## src/rtl/core/assert_macros.svh

```systemverilog
// Assertion helpers shared by the RTL modules.
`ifndef ASSERT_MACROS_SVH
`define ASSERT_MACROS_SVH

// Checked on every rising edge of clk, suspended while reset is asserted.
`define ASSERT_CLK(label, prop, msg) \
    label: assert property (@(posedge clk) disable iff (!rst_n) (prop)) else $error(msg);

// Same, but also checked while reset is asserted.
`define ASSERT_ALWAYS(label, prop, msg) \
    label: assert property (@(posedge clk) (prop)) else $error(msg);

`endif

```

## src/rtl/core/cpdp_pkg.sv

```systemverilog
package cpdp_pkg;

    localparam int IDX_W  = 10;
    localparam int DATA_W = 32;
    localparam int QSEL_W = 3;
    localparam int NQ_W   = 3;

    localparam logic [NQ_W-1:0] NQ_RESET = 3'd5;

    localparam logic [1:0] ACT_WRITE = 2'd0;
    localparam logic [1:0] ACT_READ  = 2'd1;
    localparam logic [1:0] ACT_CNOT  = 2'd2;

    localparam logic REG_NUM_QUBITS = 1'b0;

    typedef enum logic [1:0] {
        OP_WRITE,
        OP_READ,
        OP_CNOT,
        OP_ERR
    } op_t;

    typedef struct packed {
        op_t               op;
        logic [IDX_W-1:0]  idx;
        logic [DATA_W-1:0] re;
        logic [DATA_W-1:0] im;
        logic [QSEL_W-1:0] ctl;
        logic [QSEL_W-1:0] tgt;
        logic [NQ_W-1:0]   nq;
    } cmd_t;

    typedef enum logic [2:0] {
        S_IDLE,
        S_READ,
        S_G_IDX,
        S_G_RD1,
        S_G_RD2,
        S_G_WR1,
        S_G_WR2,
        S_G_NEXT
    } back_state_t;

    function automatic logic [DATA_W-1:0] neg_sat(input logic [DATA_W-1:0] v);
        logic [DATA_W-1:0] most_neg;
        most_neg = {1'b1, {(DATA_W-1){1'b0}}};
        if (v == most_neg)
            return ~most_neg;
        return ~v + 1'b1;
    endfunction

endpackage

```

## src/rtl/core/cpdp_fifo.sv

```systemverilog
`include "assert_macros.svh"

module cpdp_fifo (
    input  logic            clk,
    input  logic            rst_n,
    input  logic            push,
    input  cpdp_pkg::cmd_t  push_cmd,
    output logic            full,
    input  logic            pop,
    output logic            not_empty,
    output cpdp_pkg::cmd_t  head
);
    import cpdp_pkg::*;

    cmd_t       slot_reg [2];
    logic       wr_ptr_reg;
    logic       rd_ptr_reg;
    logic [1:0] count_reg;

    assign full      = (count_reg == 2'd2);
    assign not_empty = (count_reg != 2'd0);
    assign head      = slot_reg[rd_ptr_reg];

    always_ff @(posedge clk or negedge rst_n)
    begin
        if (!rst_n)
        begin
            wr_ptr_reg <= 1'b0;
            rd_ptr_reg <= 1'b0;
            count_reg  <= 2'd0;
        end
        else
        begin
            if (push)
                wr_ptr_reg <= ~wr_ptr_reg;
            if (pop)
                rd_ptr_reg <= ~rd_ptr_reg;
            if (push && !pop)
                count_reg <= count_reg + 2'd1;
            else if (pop && !push)
                count_reg <= count_reg - 2'd1;
        end
    end

    always_ff @(posedge clk)
    begin
        if (push)
            slot_reg[wr_ptr_reg] <= push_cmd;
    end

    `ASSERT_CLK(a_no_overflow, push |-> !full, "push into a full queue")
    `ASSERT_CLK(a_no_underflow, pop |-> not_empty, "pop from an empty queue")
    `ASSERT_ALWAYS(a_count_bound, count_reg <= 2'd2, "queue count out of range")

endmodule

```

## config.mk

```make
export PLATFORM = sky130hd
export DESIGN_NAME = cpdp_fifo
export DESIGN_NICKNAME = d
export VERILOG_FILES = /design/src/rtl/core/cpdp_pkg.sv /design/src/rtl/core/cpdp_fifo.sv
export VERILOG_INCLUDE_DIRS = /design/src /design/src/rtl/core
export SDC_FILE = /design/constraint.sdc
export NUM_CORES = 1
export LEC_CHECK = 0
export ABC_AREA = 1
export BUFFER_PORTS_ARGS = -buffer_cell sky130_fd_sc_hd__buf_2
export CAP_MARGIN = 40
export CORE_MARGIN = 4
export CORE_UTILIZATION = 52
export DETAILED_ROUTE_END_ITERATION = 8
export HOLD_SLACK_MARGIN = 0.1
export PLACE_DENSITY = 0.79
export SLEW_MARGIN = 0
export SYNTH_ARGS = -nofsm -noshare
export SYNTH_HDL_FRONTEND = slang
export SYNTH_SLANG_ARGS = --single-unit
export TNS_END_PERCENT = 50
```

## constraint.sdc

```tcl
create_clock -name clk -period 6.35 [get_ports clk]
set_input_delay 0 -clock clk [delete_from_list [all_inputs] [get_ports clk]]
set_output_delay 0 -clock clk [all_outputs]
set_load 0.03 [all_outputs]
```

; ---- After elaboration in Yosys (flattened, before gate mapping)
; Memories as Yosys holds them, arrays and structs flattened.
; Index checks and enable logic that the tools add are counted.
[word_totals]
reg_bits = 4
ram_bits = 170
in_bits = 89
out_inout_bits = 87
word_cells = 19
mem_count = 1
[memory_table]
columns = name, depth, width, read_ports, rd_clocked_by_memory_dff, wr, line_no
row1 = slot_reg, 2, 85, 1, 0, 1, cpdp_fifo.sv:15  ; cmd_t slot_reg [2];
[classes]
add_sub_neg = 2
eq_ne = 1
n_mux = 4
n_bitwise = 2
reduce_logical = 6
[op_table]
columns = cell, n
row1 = $mux W2, 2
row2 = $reduce_bool A2 Y1, 2
row3 = $add A2 B1 Y2 const B, 1
row4 = $eq A2 B2 Y1 const B, 1
row5 = $logic_and A1 B1 Y1, 2
row6 = $logic_not A1 Y1, 2
row7 = $mux W1, 2
row8 = $not A1 Y1, 2
row9 = $sub A2 B1 Y2 const B, 1

; ---- Longest topological paths before layout
; Gate-level depths: netlist (run 1).
[depth]
depth_word = 4
depth_mapped = 7
mapped_depth_nobuf = 7

; ---- Worst setup path before layout (run 1)
; No wires, ideal clock.
[synth_timing]
kind = register -> register
from = register wr_ptr_reg
to = memory slot_reg[0][0] (netlist bit) (enable)
setup_ns = 0.531
arrival_ns = 3.954
t_required_ns = 5.819
slack_ns = 1.864
path_stages_with_launch = 2
path_buffers = 0
period_less_slack_ns = 4.486
path_cell_list = dfrtp_1 -> nor2_1
[synth_lines]
columns = item, line_no
row1 = from (decl), cpdp_fifo.sv:16  ; logic wr_ptr_reg;
row2 = from (signal assigned), cpdp_fifo.sv:35  ; wr_ptr_reg <= ~wr_ptr_reg;
row3 = to (decl), cpdp_fifo.sv:15
; No word-level cell before the write port.

==> flow_metrics.py, run 1 <==
metrics = {
    "timing": {
        "min_period_ns": 2.620,
        "slew_headroom_pct": 47.66,
        "maxClockFrequency_mhz": 381.7,
        "hold_viol_final": 0,
        "max_slew.worst_pin.slew_ns": 0.7851,
        "fin_skew_ns": 0.008609,
        "drv_slew": 0,
        "tns_ns": 0,
        "rsz0062_at_grt": "false",
        "setup_violations": 0,
        "finalCritPeriodShare_pct": 41.26,
    },
    "layout": {
        "layoutNonFillerInstCount": 749,
        "largest_reg_flops": 170,
        "nFillCells": 726,
        "drive_above_1_share_pct": 50.86,
        "area_delta_synth_final_pct": 38.02,
        "fin_nets": 657,
    },
    "clock_network": {
        "clk_pin_slew_ns": 0.06,
        "htree_levels": 4,
        "post_cts_buffers": 0,
        "numCtsBuffers": 17,
        "ctsHoldBuffers": 89,
        "ctsResizeCount": 0,
        "cts_tree": "built",
        "clock_path_buffers": 2,
        "cts_root_buf": "clkbuf_16",
        "clk_latency_ns": 0.42,
        "cts.sinks": 174,
    },
    "floorplanning": {
        "dieArea_mm2": 0.01445,
        "rows": 40,
        "fp.dieW_um": 120.2,
        "initial_core_util_pct": 53.82,
        "core_area_mm2": 0.01216,
        "io_pins": 176,
        "die_h_um": 120.2,
    },
    "route": {
        "drt_iter0_drc": 214,
        "ant_nets": 0,
        "avgRoutedWirePerCell_um": 17.52,
        "dr.pass1.iters": 5,
        "routed_wirelength_mm": 13.12,
        "num_vias": 3610,
        "via_per_inst": 4.820,
        "drc": 0,
    },
    "hold_path": {
        "hp-class": "in -> reg",
    },
    "synth": {
        "syn_avg_cell_area_um2": 22.57,
        "synth_seq_cells": 174,
        "seq_area_frac_synth_pct": 79.53,
        "synth_cell_types": 16,
        "syn_inst": 290,
        "yosys_warnings": 0,
        "synthesis.area_mm2": 0.006545,
        "syn_nets": 380,
    },
    "pwr": {
        "power.leakage_nw": 3.598,
        "p_int_w": 0.002695,
        "powerDensity_mw_per_mm2": 451.0,
        "power_frac_seq_pct": 40.2,
        "switching_power_w": 0.001379,
        "ir_drop_uv": 320.9,
        "clockPowerShare_pct": 24.7,
        "swShare_pct": 33.85,
        "share_comb_of_total_power_pct": 35.1,
    },
    "critical_path": {
        "cp_slowest_cell": "dfrtp_4",
        "cp_max_fo": 52,
        "cp_data_required_time_ns": 6.35,
        "critical_path.cell_chain": "buf_4 -> mux2_2 -> buf_2",
        "worstSetupPathType": "reg -> out",
        "slowest_delay_ns": 0.81,
        "crit_path_start_kind": "flop",
        "crit_arrival_ns": 2.62,
        "cp-end-kind": "output pin",
    },
    "grt": {
        "antenna_found_initial": 1,
        "overflow": 0,
        "grt_usage_pct": 18.80,
        "grt_pass1_wl_mm": 20.31,
        "grt_max_degree": 57,
        "grt_pass1_vias": 3969,
    },
    "job": {
        "cap_violations": 0,
    },
    "placement": {
        "hpwl_mm": 7.663,
        "portBuffers": 175,
        "gp_congestion": 0.6866,
        "dp_cells": 627,
    },
    "status": {
        "status": "completed",
    },
}
==> metrics by stage <==
step	instance area (um2)	worst slack (ns)	power, W	util (%)	hold slack (ns)
5_1_grt	9034	3.597	0.004241	74.28	0.2897
3_5_place_dp	7560	4.160	0.003049	62.16	-0.1888
2_1_floorplan	6545	1.864	0.002757	-	-0.2956
3_3_place_gp	7540	3.982	0.003011	62.00	-0.1935
4_1_cts	9031	3.701	0.004094	74.26	0.2799
6_report	9034	3.730	0.004074	74.28	0.2931
==> kinds of logic after synthesis <==
group	Yosys count	synth area share [%]
xor gates and xnor gates	3	0.4015
DFF	174	79.53
muxes	85	16.92
and+or+nand+nor	10	0.6309
buffers and inverters	17	2.332
adders and majority gates	1	0.1911
==> power by group through the flow <==
stage                     registers (W)  clock network (W)  logic [W]
after floorplan                 0.00161                  0    0.00115
after global placement          0.00165                  0    0.00136
after detailed placement        0.00166                  0    0.00139
after CTS                       0.00164            0.00102    0.00143
after global routing            0.00166            0.00107    0.00151
final                           0.00164            0.00100    0.00143
==> worst paths after layout <==
check                      cells past startpoint    startpoint         endpoint  slack [ns]
setup / recovery                               3    rd_ptr_reg         head[80]        3.73
hold / removal                                 2  push_cmd[10]  slot_reg[0][10]        0.29
setup reg to reg                               3    wr_ptr_reg  slot_reg[1][68]        4.34
hold reg to reg                                2  count_reg[1]     count_reg[1]        0.49
max in group asynchronous                      3         rst_n       rd_ptr_reg        5.65
min in group asynchronous                      3         rst_n     count_reg[1]        0.50
==> Yosys cell counts <==
library cell | instances | share of area, %
buf_6 | 1 | 0.17
mux2_2 | 45 | 7.7
xnor2_1 | 1 | 0.13
buf_12 | 4 | 1.2
nor2_1 | 2 | 0.11
ha_1 | 1 | 0.19
xor2_1 | 2 | 0.27
nand2_1 | 6 | 0.34
inv_1 | 7 | 0.40
nand4_1 | 1 | 0.096
buf_8 | 1 | 0.23
edfxtp_1 | 170 | 78
mux2_4 | 40 | 9.2
dfrtp_1 | 4 | 1.5
nand3_1 | 1 | 0.076
buf_2 | 4 | 0.31
==> routing by layer <==
metal | up-vias | part of all wire (%) | global-route usage (%)
li1 | 1688 | - | -
met1 | 1767 | 39 | 21.16
met2 | 138 | 53 | 33.05
met3 | 17 | 7.1 | 6.595
met4 | 0 | 1.4 | 6.872
met5 | - | 0 | 0
==> layout make-up <==
cell class,count,area [um2],area share [%]
clock buffer,25,495.5,5.485
tap,168,210.2,2.327
multi-input combinational,99,1195,13.23
antenna,1,2.502,0.02770
inverter,7,27.53,0.3047
timing repair buffer,268,1809,20.03
sequential,174,5209,57.66
clock inverter,7,85.08,0.9418
==> cell usage in the layout (no fill, tap or decap) <==
| master | instances |
|---|---|
| dlygate4sd3_1 | 89 |
| diode_2 | 1 |
| nor2_4 | 1 |
| dfrtp_1 | 3 |
| mux2_4 | 40 |
| clkbuf_8 | 4 |
| buf_12 | 1 |
| mux2_2 | 45 |
| nand4_1 | 1 |
| clkbuf_16 | 17 |
| nand2_1 | 6 |
| clkinv_2 | 6 |
| buf_4 | 3 |
| inv_1 | 6 |
| clkbuf_1 | 4 |
| xnor2_1 | 1 |
| buf_2 | 175 |
| ha_1 | 1 |
| dfrtp_4 | 1 |
| xor2_1 | 2 |
| bufinv_16 | 2 |
| nand3_1 | 1 |
| edfxtp_1 | 170 |
| nor2_1 | 1 |
==> critical path: cells and delay by family, from the launching register on <==
kind | cells | cell delay (ns)
mux | 1 | 0.43
buf+inv | 2 | 0.92
flops | 1 | 0.81
(Power assumes the default switching activity.)
==> run 2: changes to the inputs <==
Clock period 6.35 ns to 2.6 ns, I/O delays scaled along.
==> run 2 against run 1 <==
  * Non-clock buffer count rose by 2
  * Largest cell class unchanged
  * Critical path type unchanged
  * Worst setup slack got worse by 3.0 ns
  * Utilization rose by 0.32 points
  * Power increased by 150%
  * Clock skew up 0.00054 ns
  * Routed wire length down 1.3%
==> flow_metrics.py, run 2 (synthesis results as in run 1) <==
metrics = {
    "floorplanning": {
        "io_pins": 176,
        "core_area_mm2": 0.01216,
        "fp.dieW_um": 120.2,
        "dieArea_mm2": 0.01445,
        "die_h_um": 120.2,
        "initial_core_util_pct": 53.82,
        "rows": 40,
    },
    "timing": {
        "max_slew.worst_pin.slew_ns": 0.5740,
        "rsz0062_at_grt": "false",
        "min_period_ns": 1.911,
        "layout_setup_ws_ns": 0.6888,
        "drv_slew": 0,
        "slew_headroom_pct": 61.73,
        "finalCritPeriodShare_pct": 73.51,
        "maxClockFrequency_mhz": 523.2,
        "setup_violations": 0,
        "fin_skew_ns": 0.009154,
        "whs_ns": 0.3068,
        "tns_ns": 0,
        "hold_viol_final": 0,
    },
    "critical_path": {
        "crit_path_start_kind": "flop",
        "slowest_delay_ns": 0.43,
        "reg2reg_from": "wr_ptr_reg",
        "cp-end-kind": "output pin",
        "cp_slowest_cell": "buf_12",
        "cp_max_fo": 86,
        "r2r-end": "slot_reg[1][2]",
        "endpoint": "head[84]",
        "cp_data_required_time_ns": 2.60,
        "worstSetupPathType": "reg -> out",
        "r2r_setup_slack_ns": 1.04,
        "critical_path.cell_chain": "buf_12 -> mux2_2 -> buf_2",
        "critPathLaunch": "rd_ptr_reg",
        "r2r_cells": 3,
        "crit_arrival_ns": 1.91,
    },
    "pwr": {
        "clockPowerShare_pct": 24.7,
        "p_int_w": 0.006607,
        "share_comb_of_total_power_pct": 36.6,
        "ir_drop_uv": 754.3,
        "powerDensity_mw_per_mm2": 1102,
        "swShare_pct": 33.90,
        "switching_power_w": 0.003389,
        "power_frac_seq_pct": 38.7,
        "power.leakage_nw": 3.606,
    },
    "placement": {
        "gp_congestion": 0.7732,
        "hpwl_mm": 7.361,
        "portBuffers": 175,
        "dp_slack_ns": 1.004,
        "dp_cells": 629,
    },
    "route": {
        "dr.pass1.iters": 4,
        "via_per_inst": 4.927,
        "drc": 0,
        "avgRoutedWirePerCell_um": 17.27,
        "drt_iter0_drc": 190,
        "num_vias": 3695,
        "ant_nets": 0,
        "routed_wirelength_mm": 12.95,
    },
    "layout": {
        "mostFrequentLayoutCells": "buf_2 (175), edfxtp_1 (170), dlygate4sd3_1 (89), mux2_2 (45), mux2_4 (40)",
        "final_common_cell": "buf_2",
        "largest_reg_flops": 170,
        "drive_above_1_share_pct": 51.12,
        "area_delta_synth_final_pct": 38.62,
        "fin_nets": 659,
        "post-route-util_pct": 74.60,
        "layoutNonFillerInstCount": 750,
    },
    "hold_path": {
        "hp-class": "in -> reg",
    },
    "status": {
        "status": "completed",
    },
    "grt": {
        "grt_pass1_wl_mm": 20.09,
        "grt_usage_pct": 18.38,
        "grt_pass1_vias": 3975,
        "grt_max_degree": 87,
        "overflow": 0,
        "antenna_found_initial": 1,
    },
    "clock_network": {
        "numCtsBuffers": 17,
        "clk_pin_slew_ns": 0.06,
        "clk_latency_ns": 0.42,
        "cts_tree": "built",
        "cts_root_buf": "clkbuf_16",
        "htree_levels": 4,
        "cts.sinks": 174,
        "ctsResizeCount": 0,
        "post_cts_buffers": 0,
        "clock_path_buffers": 2,
    },
    "job": {
        "cap_violations": 0,
    },
}
run 2: worst min path at each step:
stage	start	end	depth (start not counted)
after floorplan	rst_n	count_reg[0]	0
after global placement	rst_n	count_reg[0]	1
after detailed placement	rst_n	count_reg[0]	1
after CTS	push_cmd[76]	slot_reg[1][76]	2
after global routing	push_cmd[30]	slot_reg[1][30]	2
final	push_cmd[67]	slot_reg[0][67]	2
run 2: area by class of cell:
class / count / area, um2
clock buffer: 19 / 432.9
multi-input combinational: 99 / 1195
fill: 695 / 3089
sequential: 174 / 5209
antenna: 1 / 2.502
inverter: 7 / 27.53
clock inverter: 12 / 146.4
tap: 168 / 210.2
timing repair buffer: 270 / 1849
run 2: worst max-delay path: cells and delay by family, from the launching register on:
kind / cells / cell delay [ns]
muxes: 1 / 0.41
DFF: 1 / 0.41
buffers and inverters: 2 / 0.61
run 2: per-layer routing:
layer / GRT usage (%) / routed length (um)
met1: 22.60 / 5303
met5: 0 / 0
met3: 6.548 / 1051
met4: 7.445 / 291
met2: 29.82 / 6305
run 2: through the flow:
stage	power [W]	cell area (um2)
final	0.009996	9072
after global routing	0.01042	9072
after CTS	0.01005	9070
after detailed placement	0.007485	7600
after global placement	0.007421	7600
after floorplan	0.006710	6553
run 2: repair_timing:
item,CTS,global route
hold buffers,89,0
setup endpoints to repair,0,0
hold endpoints to repair,177,0
run 2: power by group through the flow:
| stage | Combinational (W) | Sequential (W) | Clock [W] |
|---|---|---|---|
| global placement | 0.00353 | 0.00389 | 0 |
| finish | 0.00366 | 0.00387 | 0.00247 |
| detailed placement | 0.00356 | 0.00392 | 0 |
| floorplan | 0.00281 | 0.00390 | 0 |
| CTS | 0.00368 | 0.00386 | 0.00251 |
| global route | 0.00385 | 0.00392 | 0.00265 |
