===== config.mk =====
export PLATFORM = sky130hd
export DESIGN_NAME = cpdp_front_flat
export DESIGN_NICKNAME = d
export VERILOG_FILES = /design/src/rtl/core/assert_macros.svh /design/src/rtl/core/cpdp_pkg.sv /design/src/rtl/core/cpdp_if.sv /design/src/rtl/core/cpdp_front.sv /design/src/flat_wrapper.sv
export SDC_FILE = /design/constraint.sdc
export NUM_CORES = 1
export LEC_CHECK = 0
export BUFFER_PORTS_ARGS = -buffer_cell sky130_fd_sc_hd__buf_2
export CORE_AREA = 2 2 68 70
export DETAILED_ROUTE_END_ITERATION = 10
export DIE_AREA = 0 0 70 72
export PLACE_DENSITY_LB_ADDON = 0.05
export SYNTH_ARGS = -nofsm -noshare
export SYNTH_HDL_FRONTEND = slang
export SYNTH_SLANG_ARGS = --single-unit

===== constraint.sdc =====
create_clock -name vclk -period 3.9
set_clock_uncertainty 0.05 [all_clocks]
set_input_delay 0.78 -clock vclk [all_inputs]
set_output_delay 0.78 -clock vclk [all_outputs]
set_load 0.05 [all_outputs]

===== src/rtl/core/assert_macros.svh =====
// Assertion helpers shared by the RTL modules.
`ifndef ASSERT_MACROS_SVH
`define ASSERT_MACROS_SVH

// Checked on every rising edge of clk, suspended while reset is asserted.
`define ASSERT_CLK(label, prop, msg) \
    label: assert property (@(posedge clk) disable iff (!rst_n) (prop)) else $error(msg);

// Same, but also checked while reset is asserted.
`define ASSERT_ALWAYS(label, prop, msg) \
    label: assert property (@(posedge clk) (prop)) else $error(msg);

`endif


===== src/rtl/core/cpdp_pkg.sv =====
package cpdp_pkg;

    localparam int IDX_W  = 10;
    localparam int DATA_W = 32;
    localparam int QSEL_W = 3;
    localparam int NQ_W   = 3;

    localparam logic [NQ_W-1:0] NQ_RESET = 3'd5;

    localparam logic [1:0] ACT_WRITE = 2'd0;
    localparam logic [1:0] ACT_READ  = 2'd1;
    localparam logic [1:0] ACT_CNOT  = 2'd2;

    localparam logic REG_NUM_QUBITS = 1'b0;

    typedef enum logic [1:0] {
        OP_WRITE,
        OP_READ,
        OP_CNOT,
        OP_ERR
    } op_t;

    typedef struct packed {
        op_t               op;
        logic [IDX_W-1:0]  idx;
        logic [DATA_W-1:0] re;
        logic [DATA_W-1:0] im;
        logic [QSEL_W-1:0] ctl;
        logic [QSEL_W-1:0] tgt;
        logic [NQ_W-1:0]   nq;
    } cmd_t;

    typedef enum logic [2:0] {
        S_IDLE,
        S_READ,
        S_G_IDX,
        S_G_RD1,
        S_G_RD2,
        S_G_WR1,
        S_G_WR2,
        S_G_NEXT
    } back_state_t;

    function automatic logic [DATA_W-1:0] neg_sat(input logic [DATA_W-1:0] v);
        logic [DATA_W-1:0] most_neg;
        most_neg = {1'b1, {(DATA_W-1){1'b0}}};
        if (v == most_neg)
            return ~most_neg;
        return ~v + 1'b1;
    endfunction

endpackage


===== src/rtl/core/cpdp_if.sv =====
interface cpdp_in_if;
    import cpdp_pkg::*;
    logic                      valid;
    logic                      ready;
    logic [1:0]                action;
    logic [IDX_W-1:0]          entry_index;
    logic signed [DATA_W-1:0]  real_in;
    logic signed [DATA_W-1:0]  imag_in;
    logic [QSEL_W-1:0]         control_qubit;
    logic [QSEL_W-1:0]         target_qubit;

    modport source (output valid, action, entry_index, real_in, imag_in,
                    control_qubit, target_qubit, input ready);
    modport sink (input valid, action, entry_index, real_in, imag_in,
                  control_qubit, target_qubit, output ready);
endinterface



===== src/rtl/core/cpdp_front.sv =====
module cpdp_front #(
    parameter int MAX_QUBITS = 5
) (
    cpdp_in_if.sink                    in_ch,
    input  logic [cpdp_pkg::NQ_W-1:0]  num_qubits,
    input  logic                       queue_full,
    output logic                       push,
    output cpdp_pkg::cmd_t             cmd
);
    import cpdp_pkg::*;

    localparam int CW = 2 * MAX_QUBITS;
    localparam int KW = (CW > IDX_W) ? CW : IDX_W;

    logic          nq_ok;
    logic          idx_ok;
    logic          qubits_ok;
    logic [CW-1:0] count;
    logic [3:0]    sh_hi;
    logic [3:0]    sh_lo;

    // dim*(dim+1)/2 is 2^(2n-1) + 2^(n-1).
    assign sh_hi = {num_qubits, 1'b0} - 4'd1;
    assign sh_lo = {1'b0, num_qubits} - 4'd1;
    assign count = (CW'(1) << sh_hi) + (CW'(1) << sh_lo);

    assign nq_ok     = (num_qubits >= NQ_W'(2)) && (32'(num_qubits) <= MAX_QUBITS);
    assign idx_ok    = KW'(in_ch.entry_index) < KW'(count);
    assign qubits_ok = (in_ch.control_qubit < num_qubits)
                    && (in_ch.target_qubit < num_qubits)
                    && (in_ch.control_qubit != in_ch.target_qubit);

    assign in_ch.ready = !queue_full;
    assign push        = in_ch.valid && !queue_full;

    always_comb
    begin
        cmd.idx = in_ch.entry_index;
        cmd.re  = in_ch.real_in;
        cmd.im  = in_ch.imag_in;
        cmd.ctl = in_ch.control_qubit;
        cmd.tgt = in_ch.target_qubit;
        cmd.nq  = num_qubits;
        cmd.op  = OP_ERR;
        if (nq_ok)
        begin
            unique case (in_ch.action)
                ACT_WRITE: cmd.op = idx_ok ? OP_WRITE : OP_ERR;
                ACT_READ:  cmd.op = idx_ok ? OP_READ : OP_ERR;
                ACT_CNOT:  cmd.op = qubits_ok ? OP_CNOT : OP_ERR;
                default:   cmd.op = OP_ERR;
            endcase
        end
    end

endmodule


===== src/flat_wrapper.sv =====
// flat-port wrapper written by rule: the top's interface ports become plain ports
module cpdp_front_flat import cpdp_pkg::*;
#(
    parameter int MAX_QUBITS = 5
)
  (num_qubits, queue_full, push, cmd, in_ch_valid, in_ch_action, in_ch_entry_index, in_ch_real_in, in_ch_imag_in, in_ch_control_qubit, in_ch_target_qubit, in_ch_ready);
  cpdp_in_if in_ch_i ();
  input  logic [cpdp_pkg::NQ_W-1:0] num_qubits;
  input  logic queue_full;
  output logic push;
  output cpdp_pkg::cmd_t cmd;
  input wire logic [$bits(in_ch_i.valid)-1:0] in_ch_valid;
  input wire logic [$bits(in_ch_i.action)-1:0] in_ch_action;
  input wire logic [$bits(in_ch_i.entry_index)-1:0] in_ch_entry_index;
  input wire logic [$bits(in_ch_i.real_in)-1:0] in_ch_real_in;
  input wire logic [$bits(in_ch_i.imag_in)-1:0] in_ch_imag_in;
  input wire logic [$bits(in_ch_i.control_qubit)-1:0] in_ch_control_qubit;
  input wire logic [$bits(in_ch_i.target_qubit)-1:0] in_ch_target_qubit;
  output wire logic [$bits(in_ch_i.ready)-1:0] in_ch_ready;
  assign in_ch_i.valid = in_ch_valid;
  assign in_ch_i.action = in_ch_action;
  assign in_ch_i.entry_index = in_ch_entry_index;
  assign in_ch_i.real_in = in_ch_real_in;
  assign in_ch_i.imag_in = in_ch_imag_in;
  assign in_ch_i.control_qubit = in_ch_control_qubit;
  assign in_ch_i.target_qubit = in_ch_target_qubit;
  assign in_ch_ready = in_ch_i.ready;
  cpdp_front #(.MAX_QUBITS(MAX_QUBITS)) u_core (.in_ch(in_ch_i), .num_qubits(num_qubits), .queue_full(queue_full), .push(push), .cmd(cmd));
endmodule

# Yosys cells after proc, flatten, opt, wreduce, memory -nomap -nowiden
# Cells that the tools add are included.
[totals]
latchBits = 0
mem_bits_ro = 0
out_inout_bits = 87
n_memories = 0
ff_bits = 0
mem_bits_rw = 0
[classes]
n_shift = 2
n_mul = 0
magnitude_cmp = 5
n_mux = 5
reduce_logical = 6
n_div = 0
addsub = 3
n_eq_ne = 3
bitwise_logic = 0
[ops]
columns = ["operator", "n"]
rows = [
  ["1-bit by 4-bit left shift with 10-bit output, first input constant", 2],
  ["10-bit adder", 1],
  ["10-bit < comparator", 1],
  ["3-bit < comparator", 2],
  ["2-bit two-way mux", 3],
  ["2-bit one-hot mux with 3 select lines", 1],
  ["1-bit logical AND", 4],
  ["3-bit by 1-bit subtractor with 4-bit output, second input constant", 1],
  ["4-bit by 1-bit subtractor with 4-bit output, second input constant", 1],
  ["3-bit by 2-bit greater-or-equal comparator with 1-bit output, second input constant", 1],
  ["3-bit less-or-equal comparator, second input constant", 1],
  ["3-bit inequality test", 1],
  ["2-bit by 1-bit == test with 1-bit output, second input constant", 1],
  ["2-bit == test, second input constant", 1],
  ["2-bit logical NOT", 1],
  ["1-bit logical NOT", 1],
  ["1-bit two-way mux", 1],
]

# Logic depth before layout (Yosys ltp)
# Gate-level depths: netlist of run 1.
[depth]
ltp_word = 7
ltp_mapped = 14
ltp_nobuf = 13

# Worst setup path before layout of run 1
# OpenSTA, ideal clock, no wires.
[synth_timing]
path_type = "input -> output"
from = "input num_qubits[1] in the netlist's numbering"
to = "output cmd[83] in the netlist's numbering"
path_buffers = 1
arrival_ps = 3424
slack_ps = -354
path_stages = 14
cell_sequence = "buf_6 -> inv_1 -> nor3_1 -> ha_1 -> ha_1 -> a21oi_1 -> nor2_1 -> xnor2_1 -> ha_1 -> nand4_1 -> a211o_1 -> a31oi_1 -> a2111oi_2 -> o21ai_1"
[synth_rtl]
columns = ["item", "line_no", "text"]
rows = [
  ["start: declaration", "flat_wrapper.sv:8", "input logic [cpdp_pkg::NQ_W-1:0] num_qubits;"],
  ["end: declaration", "flat_wrapper.sv:11", "output cpdp_pkg::cmd_t cmd;"],
]

==> results.md, run 1 <==
- Status: finished clean
- Synthesis warning total: 0
- Initial core utilization: 29.1%
- Tcrit/Tclk final: 99.7%
- FF+latch area: 0 um2
- Gpl congestion: 0.706
- Largest net degree at the start of global routing: 10
- Sequential fraction of the synthesis area: 0%
- Worst setup SP type: primary input
- Final setup vio count: 0
- Hold path cells: 0
- Synth Cell Area: 1240 um2
- Drt initial violations: 5
- FFs & Latches: 0
- FILL cells: 481
- Final ANT Viol Nets: 0
- Unrepaired setup endpoints after global routing: true
- Synthesis-to-finish area growth: -2.22%
- Cells after Synth: 162
- Wire per inst: 13.8 um
- Peak supply drop: 0.0337 mV
- Post-route cell area: 1210 um2
- Hold WS: 1510 ps
- Commonest cells after routing, fill and taps aside: 41 x buf_2, 22 x buf_4, 14 x ha_1
- Core Region: 4260 um2
- Max Fclk: 257 MHz
- # DRC: 0
- Vias per inst: 4.45
- Avg Inst Size Synth: 7.65 um2
- Critical path fanouts, max: 5
- Die area: 5040 um2
- Logic pwr share: 100.0%
- Commonest non-fill, non-tap cell in the layout: buf_2
- Max cap viols: 0
- PortBufs: 46
- Tot GR Track Use: 9.89%
- Area after DPL: 995 um2
- GRT overflow: 0
- Final Critical Period: 3890 ps
- Sequential share of power: 0%
- Boundary pin count: 174
- Final worst slack: 11.3 ps
- Vias in the first global route: 912
- Syn_nets: 267
- Sw frac: 59.9%
- Int Power: 0.0661 mW
- Half-perimeter wire length after placement: 2420 um
- Synth unique cells: 30
- Area leader, netlist: buf_4
- Hold endpoint: cmd[20]
- Area share of the largest cell type after synthesis: 50.3%
- Share of layout cells above drive strength 1: 61.8%
- Crit Path Category: in2out
- DR vias: 872
- P per Cell Area: 136 nW/um2
- Switching power: 0.0988 mW
- First-pass GRT wire length: 4240 um
- Hold Path Class: in2out
- Nets: 251
- Final Max Tran Viols: 0
- CP required: 3070 ps
- Die width: 70 um
- Clock power frac: 0%
- Die Ht: 72 um
- Final WL: 2710 um
- Fin. Hold Viols: 0
- Pre-CTS setup slack: -263 ps
- Initial antenna violation count: 0
- Crit end category: output pin
- N_diodes: 0
- Min-delay src: in_ch_imag_in[11]
- Synth area leaders: buf_4 50%, ha_1 18%, xnor2_1 4.2%
- FP Rows: 24
- P_leak: 0.597 nW
- Final-layout clock buffer total: 0
- 1st-pass router iterations: 2
- Critical path arrival: 3060 ps
[layer usage]
layer,wire length [um],global-route usage (%)
met5,0,0
met4,134,5.13
met3,338,3.33
met2,1290,17.8
met1,943,10.3
[what timing repair did]
action	in CTS	in global routing
pin swaps	16	13
resized for setup	22	12
endpoints found under the setup margin	2	2
hold buffers	0	0
buffers inserted	4	4
endpoints found under the hold margin	0	0
[worst max-delay path by stage]
| stage | to | cells after the start | startpoint |
|---|---|---|---|
| 2_1_floorplan | cmd[83] | 14 | num_qubits[1] |
| 3_3_place_gp | cmd[84] | 13 | num_qubits[2] |
| 3_5_place_dp | cmd[83] | 14 | num_qubits[2] |
| 4_1_cts | cmd[83] | 15 | num_qubits[1] |
| 5_1_grt | cmd[83] | 15 | num_qubits[1] |
| 6_report | cmd[83] | 15 | num_qubits[1] |
[metrics by stage]
step	std cells	setup TNS, ps	util, %	total power, mW
finish	196	0	28.4	0.165
floorplan	162	-170	-	0.287
global route	196	-304	28.4	0.180
CTS	192	-39.1	26.2	0.158
detailed placement	188	-523	23.3	0.142
global placement	188	-427	23.3	0.142
[critical path, cell delays in order]
cell and delay [ps]:
buf_8 100, buf_6 120, nor3b_4 190, ha_2 240, ha_4 140, a21oi_2 40, nor2_1 110, xnor2_1 100
ha_1 330, nand4_1 80, a211o_1 270, a31oi_4 170, a2111oi_4 60, o21ai_2 150, buf_6 170
[synthesized netlist by cell type (2+ instances only)]
| cell type | count |
|---|---|
| buf_4 | 83 |
| ha_1 | 18 |
| inv_1 | 7 |
| xnor2_1 | 6 |
| nor2_1 | 5 |
| nor3_1 | 5 |
| a21oi_1 | 4 |
| a21o_1 | 3 |
| nand3_1 | 3 |
| nand4_1 | 3 |
| and3_2 | 2 |
| buf_6 | 2 |
| nand2_1 | 2 |
| nand2b_1 | 2 |
| o21ai_0 | 2 |
[final cells by class]
cell class                 instances  area, um2  area share [%]
multi-input combinational         69        682            56.2
inverter                           7       35.0            2.89
timing repair buffer              68        430            35.5
tap                               52       65.1            5.37
[cell families after synthesis]
family          Yosys count  synth area share (%)
buf+inv                  93                  54.5
fa+ha+maj                18                  18.2
other cells               1                 0.302
xor+xnor                  7                  4.94
mux                       1                 0.807
compound gates           16                  9.08
simple gates             26                  12.2
[power groups by stage]
stage	clock network (mW)	registers [mW]	logic, mW
after CTS	0	0	0.158
after global placement	0	0	0.142
after detailed placement	0	0	0.142
final	0	0	0.165
after floorplan	0	0	0.287
after global routing	0	0	0.180
No activity file was read; power rests on OpenSTA's default activity.
==> run 2: changes to the inputs <==
CELL_PAD_IN_SITES_DETAIL_PLACEMENT = 1   (was default)
CELL_PAD_IN_SITES_GLOBAL_PLACEMENT = 1   (was default)
CORE_AREA = default   (was 2 2 68 70)
CORE_UTILIZATION = 19   (was default)
DIE_AREA = default   (was 0 0 70 72)
SLEW_MARGIN = 20   (was default)
==> results.md, run 2 (synthesis gave the netlist of run 1 again) <==
- DR vias: 877
- GRT overflow: 0
- Final-layout clock buffer total: 0
- Switching power: 0.0989 mW
- Half-perimeter wire length after placement: 2540 um
- Total power: 0.172 mW
- Status: finished clean
- Critical path fanouts, max: 5
- Die Ht: 82.8 um
- Post-route cell area: 1270 um2
- Final WL: 2950 um
- Int Power: 0.0734 mW
- Unrepaired setup endpoints after global routing: true
- Drt initial violations: 8
- PortBufs: 46
- Hold Path Class: in2out
- FFs & Latches: 0
- Logic pwr share: 100.0%
- Die area: 6850 um2
- Share of layout cells above drive strength 1: 60.8%
- Clock power frac: 0%
- Final setup vio count: 0
- Final Util: 20.2%
- Worst setup SP type: primary input
- Commonest cells after routing, fill and taps aside: 41 x buf_2, 16 x buf_4, 15 x ha_1
- FILL cells: 782
- Setup TNS: 0 ps
- Gpl congestion: 0.635
- First-pass GRT wire length: 4350 um
- Die width: 82.8 um
- Sw frac: 57.4%
- Synthesis-to-finish area growth: 2.83%
- Initial core utilization: 19.6%
- Tcrit/Tclk final: 99.5%
- Core Region: 6310 um2
- Final Max Tran Viols: 0
- FP Rows: 29
- Crit Path Category: in2out
- 1st-pass router iterations: 4
- Vias per inst: 3.99
- # DRC: 0
- Final ANT Viol Nets: 0
- Crit end category: output pin
- P_leak: 0.622 nW
- Tot GR Track Use: 8.12%
- Commonest non-fill, non-tap cell in the layout: buf_2
- Sequential share of power: 0%
- Initial antenna violation count: 0
- Peak supply drop: 0.0358 mV
- Max cap viols: 0
- Largest net degree at the start of global routing: 7
- N_diodes: 0
- P per Cell Area: 135 nW/um2
- Max Fclk: 258 MHz
- CP required: 3070 ps
- Boundary pin count: 174
- Fin. Hold Viols: 0
- Critical path arrival: 3050 ps
- Vias in the first global route: 896
- Area of the multi-input gates: 656 um2
- FF+latch area: 0 um2
- Nets: 250
- Final Critical Period: 3880 ps
- Area after DPL: 1030 um2
- Wire per inst: 13.4 um
- Hold WS: 1510 ps
==> run 2: changes by cell type in the layout (fill, tap and decap cells not counted), sizes merged <==
cell | previous run | this run
inv | 6 | 7
clkinvlp | 1 | 0
buf | 68 | 66
bufbuf | 0 | 1
==> run 2: final cells by class <==
type | instances | share of cell area (%)
multi-input combinational | 69 | 51.4
timing repair buffer | 67 | 38.8
tap | 77 | 7.56
inverter | 7 | 2.26
==> run 2: path summary, 6_finish.rpt <==
check	start	end	cells past startpoint
min	in_ch_imag_in[5]	cmd[14]	0
max	num_qubits[2]	cmd[83]	15
==> run 2: what timing repair did <==
action / in CTS / in global routing
buffers inserted: 6 / 1
gates cloned: 1 / 0
gates resized for setup: 34 / 1
hold buffers: 0 / 0
endpoints found under the setup margin: 2 / 2
pin swaps: 20 / 5
==> run 2: critical path, stage by stage <==
cell	delay, ps
buf_12	110
buf_6	110
nor3b_4	190
ha_2	230
ha_4	140
a21oi_2	40
nor2_1	120
xnor2_1	80
ha_1	320
nand4_1	80
a211o_1	270
a31oi_4	160
a2111oi_4	60
o21ai_2	160
buf_6	170
==> run 2: power by group through the flow <==
stage	sequential (mW)	clock, mW	combinational, mW
finish	0	0	0.172
global route	0	0	0.188
CTS	0	0	0.174
detailed placement	0	0	0.146
global placement	0	0	0.146
floorplan	0	0	0.287
==> run 2: per-stage QoR <==
stage | setup WS (ps) | instances
2_1_floorplan | -92.1 | 162
3_3_place_gp | -287 | 212
3_5_place_dp | -327 | 212
4_1_cts | -53.5 | 219
5_1_grt | -173 | 220
6_report | 19.0 | 220
==> run 2: layer usage <==
metal	wire length, um	GRT usage, %	up-vias
met5	0	0	-
met4	183	6.03	0
met3	256	0.984	32
met2	1410	13.7	45
met1	1090	9.36	384
li1	-	-	416
